`src/hdl/ltsrt_pkg.sv`:
```
// Package for the link and time sync retry timer.
// Holds register indexes, reset values, status codes and the backoff helpers.
// No dependencies.
`timescale 1ns / 1ps

package ltsrt_pkg;

    // Configuration register geometry
    localparam int CFG_W     = 27;
    localparam int CFG_IDX_W = 3;
    localparam int MS_W      = 32;

    // Register indexes
    typedef enum logic [CFG_IDX_W-1:0] {
        REG_CONNECT_TIMEOUT  = 3'd0,
        REG_SYNC_TIMEOUT     = 3'd1,
        REG_SYNC_BACKOFF_MIN = 3'd2,
        REG_SYNC_BACKOFF_MAX = 3'd3,
        REG_LINK_BACKOFF_MIN = 3'd4,
        REG_LINK_BACKOFF_MAX = 3'd5
    } cfg_idx_t;

    // Register reset values
    localparam logic [CFG_W-1:0] RST_CONNECT_TIMEOUT = 27'd30000;
    localparam logic [CFG_W-1:0] RST_SYNC_TIMEOUT    = 27'd20000;
    localparam logic [CFG_W-1:0] RST_BACKOFF_MIN     = 27'd5000;
    localparam logic [CFG_W-1:0] RST_BACKOFF_MAX     = 27'd300000;

    // time_status codes
    localparam logic [1:0] TS_VALID   = 2'd0;
    localparam logic [1:0] TS_SYNCING = 2'd1;
    localparam logic [1:0] TS_NOT_SET = 2'd2;

    // Stream widths
    localparam int IN_DATA_W  = 40;
    localparam int OUT_DATA_W = 104;

    // Backoff growth: saturate at hi once at least half of it, else double and clamp
    function automatic logic [CFG_W-1:0] grow_backoff(
        input logic [CFG_W-1:0] cur,
        input logic [CFG_W-1:0] lo,
        input logic [CFG_W-1:0] hi
    );
        logic [CFG_W:0]   dbl;
        logic [CFG_W-1:0] res;
        dbl = {cur, 1'b0};
        if (cur >= (hi >> 1))
            res = hi;
        else if (dbl < {1'b0, lo})
            res = lo;
        else if (dbl > {1'b0, hi})
            res = hi;
        else
            res = dbl[CFG_W-1:0];
        return res;
    endfunction

    // A nonzero retry time still lies ahead when now - at is negative
    function automatic logic still_waiting(
        input logic [MS_W-1:0] now,
        input logic [MS_W-1:0] at
    );
        logic [MS_W-1:0] diff;
        diff = now - at;
        return (at != '0) && diff[MS_W-1];
    endfunction

endpackage

```
`src/hdl/link_and_time_sync_retry_timer.sv`:
```
// Link and time sync retry timer: two backoff retry machines on one tick stream.
// A request is held in the input register; compares and adds give a result that is
// registered in the result register. Throughput: one request per cycle unless output stalls.
// Reset (rst_n low, async): registers to their defaults, both machines idle,
// backoffs at the default minimum, pipeline empty. No clearing pass.
// Depends on ltsrt_pkg.
`timescale 1ns / 1ps

module link_and_time_sync_retry_timer (
    input  logic                                  clk,
    input  logic                                  rst_n,
    // configuration write port
    input  logic                                  cfg_wr_en,
    input  logic [ltsrt_pkg::CFG_IDX_W-1:0]       cfg_index,
    input  logic [ltsrt_pkg::CFG_W-1:0]           cfg_data,
    // request stream
    input  logic                                  s_tvalid,
    output logic                                  s_tready,
    // [31:0] now_ms, [32] link_up, [33] time_valid, [34] have_credentials,
    // [35] portal_forced, [39:36] zero
    input  logic [ltsrt_pkg::IN_DATA_W-1:0]       s_tdata,
    // [0] command
    input  logic                                  s_tuser,
    // result stream
    output logic                                  m_tvalid,
    input  logic                                  m_tready,
    // [0] start_time_sync, [1] start_connect, [2] drop_link, [3] enter_portal,
    // [5:4] time_status, [37:6] last_attempt_ms, [69:38] last_success_ms,
    // [101:70] retry_due_ms, [103:102] zero
    output logic [ltsrt_pkg::OUT_DATA_W-1:0]      m_tdata
);

    localparam int MS_W  = ltsrt_pkg::MS_W;
    localparam int CFG_W = ltsrt_pkg::CFG_W;

    // Configuration registers
    logic [CFG_W-1:0] connect_timeout_reg, sync_timeout_reg;
    logic [CFG_W-1:0] sync_bo_min_reg, sync_bo_max_reg;
    logic [CFG_W-1:0] link_bo_min_reg, link_bo_max_reg;

    // Pipeline registers
    logic                               in_valid_reg;
    logic [ltsrt_pkg::IN_DATA_W-1:0]    in_data_reg;
    logic                               in_cmd_reg;
    logic                               out_valid_reg;
    logic [ltsrt_pkg::OUT_DATA_W-1:0]   out_data_reg;

    // Machine state
    logic             sync_busy_reg, sync_busy_next;
    logic [MS_W-1:0]  sync_started_reg, sync_started_next;
    logic [MS_W-1:0]  sync_attempt_reg, sync_attempt_next;
    logic [MS_W-1:0]  sync_success_reg, sync_success_next;
    logic [MS_W-1:0]  sync_retry_reg, sync_retry_next;
    logic [CFG_W-1:0] sync_backoff_reg, sync_backoff_next;
    logic             time_was_valid_reg, time_was_valid_next;
    logic             link_busy_reg, link_busy_next;
    logic [MS_W-1:0]  link_started_reg, link_started_next;
    logic [MS_W-1:0]  link_retry_reg, link_retry_next;
    logic [CFG_W-1:0] link_backoff_reg, link_backoff_next;
    logic             portal_latched_reg, portal_latched_next;

    // Handshake
    logic advance;
    logic in_take;
    assign advance  = in_valid_reg && (!out_valid_reg || m_tready);
    assign s_tready = !in_valid_reg || advance;
    assign in_take  = s_tvalid && s_tready;
    assign m_tvalid = out_valid_reg;
    assign m_tdata  = out_data_reg;

    // Field decode of the held request
    logic            f_cmd, f_link_up, f_tvalid, f_creds, f_forced;
    logic [MS_W-1:0] f_now;
    assign f_cmd     = in_cmd_reg;
    assign f_now     = in_data_reg[31:0];
    assign f_link_up = in_data_reg[32];
    assign f_tvalid  = in_data_reg[33];
    assign f_creds   = in_data_reg[34];
    assign f_forced  = in_data_reg[35];

    // Result flags
    logic            o_start_sync, o_start_conn, o_drop, o_portal;
    logic [1:0]      o_status;
    logic [MS_W-1:0] sync_elapsed, link_elapsed;
    logic [CFG_W-1:0] link_limit;

    assign sync_elapsed = f_now - sync_started_reg;
    assign link_elapsed = f_now - link_started_reg;
    assign link_limit   = (connect_timeout_reg == '0) ? CFG_W'(1) : connect_timeout_reg;

    // Next state for one request
    always_comb
    begin
        sync_busy_next      = sync_busy_reg;
        sync_started_next   = sync_started_reg;
        sync_attempt_next   = sync_attempt_reg;
        sync_success_next   = sync_success_reg;
        sync_retry_next     = sync_retry_reg;
        sync_backoff_next   = sync_backoff_reg;
        time_was_valid_next = time_was_valid_reg;
        link_busy_next      = link_busy_reg;
        link_started_next   = link_started_reg;
        link_retry_next     = link_retry_reg;
        link_backoff_next   = link_backoff_reg;
        portal_latched_next = portal_latched_reg;
        o_start_sync        = 1'b0;
        o_start_conn        = 1'b0;
        o_drop              = 1'b0;
        o_portal            = 1'b0;

        if (f_cmd)
        begin
            // portal request: latch setup mode and drop the link
            portal_latched_next = 1'b1;
            o_drop              = 1'b1;
            link_busy_next      = 1'b0;
            link_started_next   = '0;
            link_retry_next     = '0;
            link_backoff_next   = link_bo_min_reg;
        end
        else
        begin
            // time sync machine
            if (f_tvalid)
            begin
                time_was_valid_next = 1'b1;
                sync_busy_next      = 1'b0;
                sync_backoff_next   = sync_bo_min_reg;
                sync_retry_next     = '0;
                if (!time_was_valid_reg || sync_busy_reg || sync_success_reg == '0)
                    sync_success_next = f_now;
            end
            else
            begin
                time_was_valid_next = 1'b0;
                if (!f_link_up)
                    sync_busy_next = 1'b0;
                else if (sync_busy_reg)
                begin
                    if (sync_elapsed >= {{(MS_W-CFG_W){1'b0}}, sync_timeout_reg})
                    begin
                        sync_busy_next    = 1'b0;
                        sync_retry_next   = f_now + {{(MS_W-CFG_W){1'b0}}, sync_backoff_reg};
                        sync_backoff_next = ltsrt_pkg::grow_backoff(sync_backoff_reg,
                                                sync_bo_min_reg, sync_bo_max_reg);
                    end
                end
                else if (!ltsrt_pkg::still_waiting(f_now, sync_retry_reg))
                begin
                    sync_busy_next    = 1'b1;
                    sync_started_next = f_now;
                    sync_attempt_next = f_now;
                    o_start_sync      = 1'b1;
                end
            end

            // connect machine
            if (f_link_up)
            begin
                link_busy_next    = 1'b0;
                link_started_next = '0;
                link_retry_next   = '0;
                link_backoff_next = link_bo_min_reg;
            end
            else if (link_busy_reg)
            begin
                if (link_elapsed >= {{(MS_W-CFG_W){1'b0}}, link_limit})
                begin
                    o_drop            = 1'b1;
                    link_busy_next    = 1'b0;
                    link_started_next = '0;
                    link_retry_next   = f_now + {{(MS_W-CFG_W){1'b0}}, link_backoff_reg};
                    link_backoff_next = ltsrt_pkg::grow_backoff(link_backoff_reg,
                                            link_bo_min_reg, link_bo_max_reg);
                end
            end
            else if (portal_latched_reg || f_forced || !f_creds)
            begin
                o_portal            = 1'b1;
                portal_latched_next = 1'b0;
                link_busy_next      = 1'b0;
                link_started_next   = '0;
                link_retry_next     = '0;
                link_backoff_next   = link_bo_min_reg;
            end
            else if (!ltsrt_pkg::still_waiting(f_now, link_retry_reg))
            begin
                o_start_conn      = 1'b1;
                link_busy_next    = 1'b1;
                link_started_next = f_now;
                link_retry_next   = '0;
            end
        end

        // status after the update
        if (f_tvalid)
            o_status = ltsrt_pkg::TS_VALID;
        else if (sync_busy_next)
            o_status = ltsrt_pkg::TS_SYNCING;
        else
            o_status = ltsrt_pkg::TS_NOT_SET;
    end

    // Configuration writes
    always_ff @(posedge clk or negedge rst_n)
    begin
        if (!rst_n)
        begin
            connect_timeout_reg <= ltsrt_pkg::RST_CONNECT_TIMEOUT;
            sync_timeout_reg    <= ltsrt_pkg::RST_SYNC_TIMEOUT;
            sync_bo_min_reg     <= ltsrt_pkg::RST_BACKOFF_MIN;
            sync_bo_max_reg     <= ltsrt_pkg::RST_BACKOFF_MAX;
            link_bo_min_reg     <= ltsrt_pkg::RST_BACKOFF_MIN;
            link_bo_max_reg     <= ltsrt_pkg::RST_BACKOFF_MAX;
        end
        else if (cfg_wr_en)
        begin
            unique case (ltsrt_pkg::cfg_idx_t'(cfg_index))
                ltsrt_pkg::REG_CONNECT_TIMEOUT:  connect_timeout_reg <= cfg_data;
                ltsrt_pkg::REG_SYNC_TIMEOUT:     sync_timeout_reg    <= cfg_data;
                ltsrt_pkg::REG_SYNC_BACKOFF_MIN: sync_bo_min_reg     <= cfg_data;
                ltsrt_pkg::REG_SYNC_BACKOFF_MAX: sync_bo_max_reg     <= cfg_data;
                ltsrt_pkg::REG_LINK_BACKOFF_MIN: link_bo_min_reg     <= cfg_data;
                ltsrt_pkg::REG_LINK_BACKOFF_MAX: link_bo_max_reg     <= cfg_data;
                default: ;
            endcase
        end
    end

    // Pipeline control
    always_ff @(posedge clk or negedge rst_n)
    begin
        if (!rst_n)
        begin
            in_valid_reg  <= 1'b0;
            out_valid_reg <= 1'b0;
        end
        else
        begin
            if (in_take)
                in_valid_reg <= 1'b1;
            else if (advance)
                in_valid_reg <= 1'b0;
            if (advance)
                out_valid_reg <= 1'b1;
            else if (m_tready)
                out_valid_reg <= 1'b0;
        end
    end

    // Pipeline payload
    always_ff @(posedge clk)
    begin
        if (in_take)
        begin
            in_data_reg <= s_tdata;
            in_cmd_reg  <= s_tuser;
        end
        if (advance)
            out_data_reg <= {2'b00, sync_retry_next, sync_success_next, sync_attempt_next,
                             o_status, o_portal, o_drop, o_start_conn, o_start_sync};
    end

    // Machine state, updated as each request moves to the result register
    always_ff @(posedge clk or negedge rst_n)
    begin
        if (!rst_n)
        begin
            sync_busy_reg      <= 1'b0;
            sync_started_reg   <= '0;
            sync_attempt_reg   <= '0;
            sync_success_reg   <= '0;
            sync_retry_reg     <= '0;
            sync_backoff_reg   <= ltsrt_pkg::RST_BACKOFF_MIN;
            time_was_valid_reg <= 1'b0;
            link_busy_reg      <= 1'b0;
            link_started_reg   <= '0;
            link_retry_reg     <= '0;
            link_backoff_reg   <= ltsrt_pkg::RST_BACKOFF_MIN;
            portal_latched_reg <= 1'b0;
        end
        else if (advance)
        begin
            sync_busy_reg      <= sync_busy_next;
            sync_started_reg   <= sync_started_next;
            sync_attempt_reg   <= sync_attempt_next;
            sync_success_reg   <= sync_success_next;
            sync_retry_reg     <= sync_retry_next;
            sync_backoff_reg   <= sync_backoff_next;
            time_was_valid_reg <= time_was_valid_next;
            link_busy_reg      <= link_busy_next;
            link_started_reg   <= link_started_next;
            link_retry_reg     <= link_retry_next;
            link_backoff_reg   <= link_backoff_next;
            portal_latched_reg <= portal_latched_next;
        end
    end

`ifndef NO_ASSERTIONS
    // a sync attempt never runs while time is already valid
    a_sync_busy_invalid: assert property (@(posedge clk) disable iff (!rst_n)
        sync_busy_reg |-> !time_was_valid_reg)
        else $error("sync busy while time valid");

    // a running connect attempt has no retry scheduled
    a_link_busy_no_retry: assert property (@(posedge clk) disable iff (!rst_n)
        link_busy_reg |-> (link_retry_reg == '0))
        else $error("connect busy with retry pending");

    // connect start, drop and portal are exclusive in one result
    a_link_flags_excl: assert property (@(posedge clk) disable iff (!rst_n)
        out_valid_reg |-> ($countones(out_data_reg[3:1]) <= 1))
        else $error("conflicting connect flags");

    // a request waiting behind a stalled result stays held
    a_hold_stalled: assert property (@(posedge clk) disable iff (!rst_n)
        (in_valid_reg && out_valid_reg && !m_tready) |=> in_valid_reg)
        else $error("held request lost");
`endif

endmodule
```
`config.mk`:
```
export PLATFORM = sky130hd
export DESIGN_NAME = link_and_time_sync_retry_timer
export DESIGN_NICKNAME = d
export VERILOG_FILES = /design/src/hdl/ltsrt_pkg.sv /design/src/hdl/link_and_time_sync_retry_timer.sv
export SDC_FILE = /design/constraint.sdc
export NUM_CORES = 1
export LEC_CHECK = 0
export BUFFER_PORTS_ARGS = -buffer_cell sky130_fd_sc_hd__buf_2
export CORE_MARGIN = 3
export CORE_UTILIZATION = 50
export DETAILED_ROUTE_END_ITERATION = 8
export GPL_ROUTABILITY_DRIVEN = 0
export MAX_ROUTING_LAYER = met4
export PLACE_DENSITY = 0.67
export SYNTH_ARGS = -nofsm -noshare
export SYNTH_HDL_FRONTEND = slang
export SYNTH_SLANG_ARGS = --single-unit
export TNS_END_PERCENT = 100
```
`constraint.sdc`:
```
create_clock -name clk -period 6.5 [get_ports clk]
set_clock_uncertainty 0.05 [all_clocks]
set_input_delay 0.975 -clock clk [delete_from_list [all_inputs] [get_ports clk]]
set_output_delay 0.975 -clock clk [all_outputs]
set_load 0.03 [all_outputs]
```
Word-level counts from Yosys, hierarchy flattened
Cells that the tools add are included.

word-level totals
  register bits after elaboration = 553
  bits in latches = 0
  RAM bits = 0
  bits in read-only memories = 0
  bits of input ports = 76
  word-level logic and storage cells = 162
  memories = 0

operators by class
  add/subtract/negate cells = 6
  multipliers = 0
  div/mod/pow operators = 0
  order comparisons = 8
  equality and inequality tests = 9
  shift-type cells = 0
  muxes and demuxes = 67
  bitwise logic cells = 5
  reductions and logical operators = 40

operator list
  operator            number
  $mux 32             25
  $mux 27             16
  $sub 32x32->32      4
  $add 32x27->32      2
  $ge 32x27->1        2
  $reduce_bool 32->1  2
  $gt 28x27->1        2
  $lt 28x27->1        2
  $ge 27x26->1        2
  $logic_not 32->1    1
  $logic_not 27->1    1
  $mux 1              25
  $reduce_and 2->1    7
  $reduce_bool 2->1   6
  $eq 3x2->1 const B  2
  $eq 3x3->1 const B  2
  $logic_or 1x1->1    6
  $reduce_and 3->1    2
  $reduce_and 6->1    1
  $ne 5x5->1 const B  1
  $not 1->1           5
  $reduce_and 5->1    1
  $logic_and 1x1->1   4
  $logic_not 1->1     4
  10 further kinds    10

Longest topological paths before layout
  word-level depth = 8
  depth in mapped cells = 27
  mapped depth without buffers = 25

Least setup slack after synthesis
OpenSTA, ideal clock, no wires.

  path kind = register to register
  start = reg in_data_reg[0] in the netlist's numbering
  end = reg sync_retry_reg[16]
  library setup time = 0.066 ns
  arrival = 4.955 ns
  data required time = 6.384 ns
  slack = 1.428 ns
  cell stages (with the launch flop) = 26
  period minus slack after synthesis = 5.072 ns
  path through = edfxtp_1 -> inv_1 -> ha_1 -> inv_1 -> fa_1 -> a211oi_1 -> o21a_1 -> a21bo_2 -> a21oi_1 -> o21a_1 -> o21ai_0 -> nand2b_1 -> a21o_1 -> a21oi_1 -> xnor2_1 -> ha_1 -> a21o_1 -> a21o_1 -> a21oi_1 -> nor2_1 -> a2111oi_0 -> a2bb2oi_1 -> o2111ai_1 -> o311ai_2 -> clkbuf_1 -> a22o_1

on the way
  longest elaborated chain between the ends = 7
  elaborated cells on any way between the ends = 8
  those cells by class = add/sub (2); order compare (1); mux (5)

ends and longest elaborated chain
  item                      RTL line                               RTL
  start: declaration        link_and_time_sync_retry_timer.sv:43   logic [ltsrt_pkg::IN_DATA_W-1:0] in_data_reg;
  start signal: assignment  link_and_time_sync_retry_timer.sv:256  in_data_reg <= s_tdata;
  $sub 32x32->32            link_and_time_sync_retry_timer.sv:87   assign sync_elapsed = f_now - sync_started_reg;
  $ge 32x27->1              link_and_time_sync_retry_timer.sv:140  if (sync_elapsed >= {{(MS_W-CFG_W){1'b0}}, sync_timeout_reg})
  $mux 32 (*)               link_and_time_sync_retry_timer.sv:140
  $mux 32 (*)               link_and_time_sync_retry_timer.sv:138  else if (sync_busy_reg)
  $mux 32 (*)               link_and_time_sync_retry_timer.sv:136  if (!f_link_up)
  $mux 32 (*)               link_and_time_sync_retry_timer.sv:124  if (f_tvalid)
  $mux 32 (*)               link_and_time_sync_retry_timer.sv:111  if (f_cmd)
  end signal: assignment    link_and_time_sync_retry_timer.sv:288  sync_retry_reg <= sync_retry_next;
  end: declaration          link_and_time_sync_retry_timer.sv:53   logic [MS_W-1:0] sync_retry_reg, sync_retry_next;

Every way passes the cells marked *; elsewhere a longest branch is shown, timed or not.
A chain may end at the register's enable or synchronous reset.

Worst setup path in the final report
  start = reg in_data_reg[0] in the netlist's numbering
  end = reg sync_retry_reg[30]

Same word-level chain as after synthesis.

==> key figures <==
Logic synthesis
  • Mapped Area: 33,410 µm²
  • Asr flop ratio synth: 0.7486
  • Synth area leaders: dfrtp_1, ha_1, edfxtp_1
  • Number of synthesized flops with an enable pin: around 140
  • Distinct cells, synth: 84
  • Top cells by count, synth: dfrtp_1, nand2_1, ha_1
  • Share of Yosys cell area claimed by the top area cell type: 0.2742
  • Sequential fraction of the synthesis area: 0.4369
  • Mean Syn Cell Area: roughly 10 µm²
  • Post-synth top area cell: dfrtp_1
  • Synthesized flop and latch total: between 500 and 600
  • Yosys warns: 0
  • Dominant cell by count in the synthesized netlist: dfrtp_1
  • Cells after Synth: ~3,300
  • Ys flop type: dfrtp_1

Routing
  • Routed Antenna Nets: 0
  • Via count: ~26,000
  • Drt pass-1 iters: 6
  • Via density per instance: slightly below 6
  • WL per Instance: around 22 µm
  • Detailed Route Iter0 Violations: roughly 2,700
  • Final wirelength: around 98,000 µm
  • Residual DRC: 0

Final layout
  • Layout cells sized above 1: 0.1795
  • Fin nets: a little under 4,000
  • N_diodes: 0
  • Max reg flops: 102
  • Area Overhead vs Synth: 12.89%

Critical path
  • Crit. End Element: flop
  • Largest stage delay on the critical path: between 0.4 and 0.5 ns
  • Worst EP required: around 7 ns
  • Setup CP Type: flop to flop
  • Crit path max-delay cell type: a2111oi_0
  • Crit path launch type: flop
  • Worst Path Arrival: 6.66 ns
  • Crit path max fanout: 29

STA
  • Final-report setup violation count: 0
  • Fin crit share: 0.9449
  • Setup TNS: 0 ns
  • Worst slew pin tran: 1.005 ns
  • Final Hold Violating Endpoints: 0
  • RSZ-0062 raised after global routing: no
  • Setup WS post-layout: 0.3581 ns
  • Maximum clock rate: between 0.15 and 0.2 GHz
  • Slew HR: 0.3298
  • Final slew viol count: 0
  • Min cycle time layout: 6.142 ns

Min path
  • Hold Crit Class: input pin to async pin

Floorplan
  • Ports: ~180
  • Die height: about 260 µm
  • Die area: between 60,000 and 70,000 µm²
  • Core area: 65,980 µm²
  • # rows: 94
  • Width of the die: 264.5 µm
  • Initial Util: 0.5063

Pwr
  • Worst vdd ir: ~250 µV
  • LEAKAGE: 0.01710 µW
  • PwrDens: 395.9 nW/µm²

CTS
  • Hold_buf cts: 0
  • H-tree depth: 2
  • Register clock-pin slew on the reported worst setup and hold paths: 0.06 ns
  • Skew-Pair Late Insertion Delay: ~0.66 ns
  • CTS Sinks: around 550
  • # resized after CTS: 0
  • CTS tree: done
  • Num CTS Buffers: 60
  • CTS max path bufs: 3
  • CTS root buf: clkbuf_16

GRT
  • Total grt overflow: 0
  • GRT met3 Usage: 0.03620
  • Pin count of the biggest net entering global routing: 167
  • Vias in the first global route: 25,100
  • Initial antenna violation count: 1
  • GR Layer Usage met2: 0.4325
  • GRT Total Usage: 0.2848
  • Grt met1 use: 0.4008
  • Peak-usage layer in the global routing report: met2
  • First-pass GRT wire length: between 150,000 and 200,000 µm

Run status
  • Status: completed

Placed design
  • Port-buffer cells: 175
  • Pre-CTS setup slack: a little over 0.4 ns
  • Post-DP HPWL: roughly 71,000 µm

Run
  • Max Cap Violations: 0
==> power breakdown <==
part | internal [µW] | switching, µW
Combinational | 2510 | 3490
Sequential | 4460 | 715
Clock | 2230 | 1520
Total | 9200 | 5730
==> placed cells by master (no fill, tap or decap), types with 11 or more instances in the layout <==
cell type  count
nand4_1       48
ha_1         336
a21oi_1      174
o31ai_1       33
and3_1        16
o21ai_0      223
nor3_1        32
o22ai_1       34
o21bai_1      18
xnor2_1       75
buf_4         67
nand3_1       34
inv_1        321
nor2_1       142
nor4_1        38
o211ai_1      19
or3_1         12
xor2_1        36
mux2_4        20
o21a_1        28
a21o_1        80
nand2b_1      22
clkbuf_16     61
a211oi_1      23
mux2_2       192
clkinv_2      12
edfxtp_1     139
dfrtp_1      366
a22o_1       111
buf_2        174
a221o_1       30
o21ai_1       11
nand2_1      341
nor2b_1       22
dfstp_2       48
==> through the flow <==
step / std cells / area, µm² / utilization / total power, µW / hold slack [ns]
after detailed placement: 4281 / 35530 / 0.5384 / 11100 / 0.4346
after global placement: 4281 / 35530 / 0.5384 / 10980 / 0.4259
final: 4396 / 37710 / 0.5716 / 14930 / 0.3373
after global routing: 4396 / 37710 / 0.5716 / 15890 / 0.3780
after CTS: 4395 / 37700 / 0.5715 / 14900 / 0.3345
after floorplan: 3294 / 33410 / - / 9382 / 0.3922
==> cells by family (layout without fill, tap and decap cells) <==
logic type                 after synthesis  count (layout)  synth area share
other                                    1               2         0.0001123
adders and majority gates              340             340            0.1282
AOI/OAI and AO/OA                      878             878            0.1753
buffers and inverters                  444             682           0.05169
muxes                                  220             220           0.07611
DFF                                    553             553            0.4369
xor gates and xnor gates               111             111           0.02910
and+or+nand+nor                        746             746            0.1026
==> area by class of cell <==
cell class	count	area [µm²]
fillers	5657	28270
multi-input cells	2297	17200
flip-flops and latches	553	14590
clock buffers	79	1684
repair buffers	245	1449
inverters	323	1215
well taps	864	1081
clock inverters	35	494.2
==> what timing repair did <==
item	in CTS	in global routing
endpoints found under the hold margin	0	0
setup endpoints to repair	0	46
buffers inserted	0	1
==> critical path: cells and delay by family (launching register included) <==
kind	cells	cell delay (ns)
AO/OA/AOI/OAI	14	3.29
XOR/XNOR	1	0.27
adder cells (fa/ha/maj)	3	0.91
buffers and inverters	4	0.84
flip-flops	1	0.38
AND/OR/NAND/NOR	3	0.31
==> per-layer routing <==
layer	vias up	part of all wire
met5	-	0
met4	0	0.033
met3	146	0.070
met2	906	0.44
met1	12840	0.45
li1	12290	-
==> path summary, 6_finish.rpt <==
path,from,endpoint,slack (ns),depth (start not counted)
worst max-delay path,in_data_reg[0]$_DFFE_PP_,sync_retry_reg[30]$_DFFE_PN0P_,0.36,25
min in group clk,s_tdata[31],in_data_reg[31]$_DFFE_PP_,0.43,1
worst min-delay path,rst_n,connect_timeout_reg[1]$_DFFE_PN0P_,0.34,1
worst min register to register,sync_success_reg[2]$_DFFE_PN0P_,sync_success_reg[2]$_DFFE_PN0P_,0.45,2
max in group asynchronous,rst_n,link_bo_max_reg[22]$_DFFE_PN0P_,4.65,2
worst max register to register,in_data_reg[0]$_DFFE_PP_,sync_retry_reg[30]$_DFFE_PN0P_,0.36,25
Note: power is estimated with default switching activity, not from simulation.
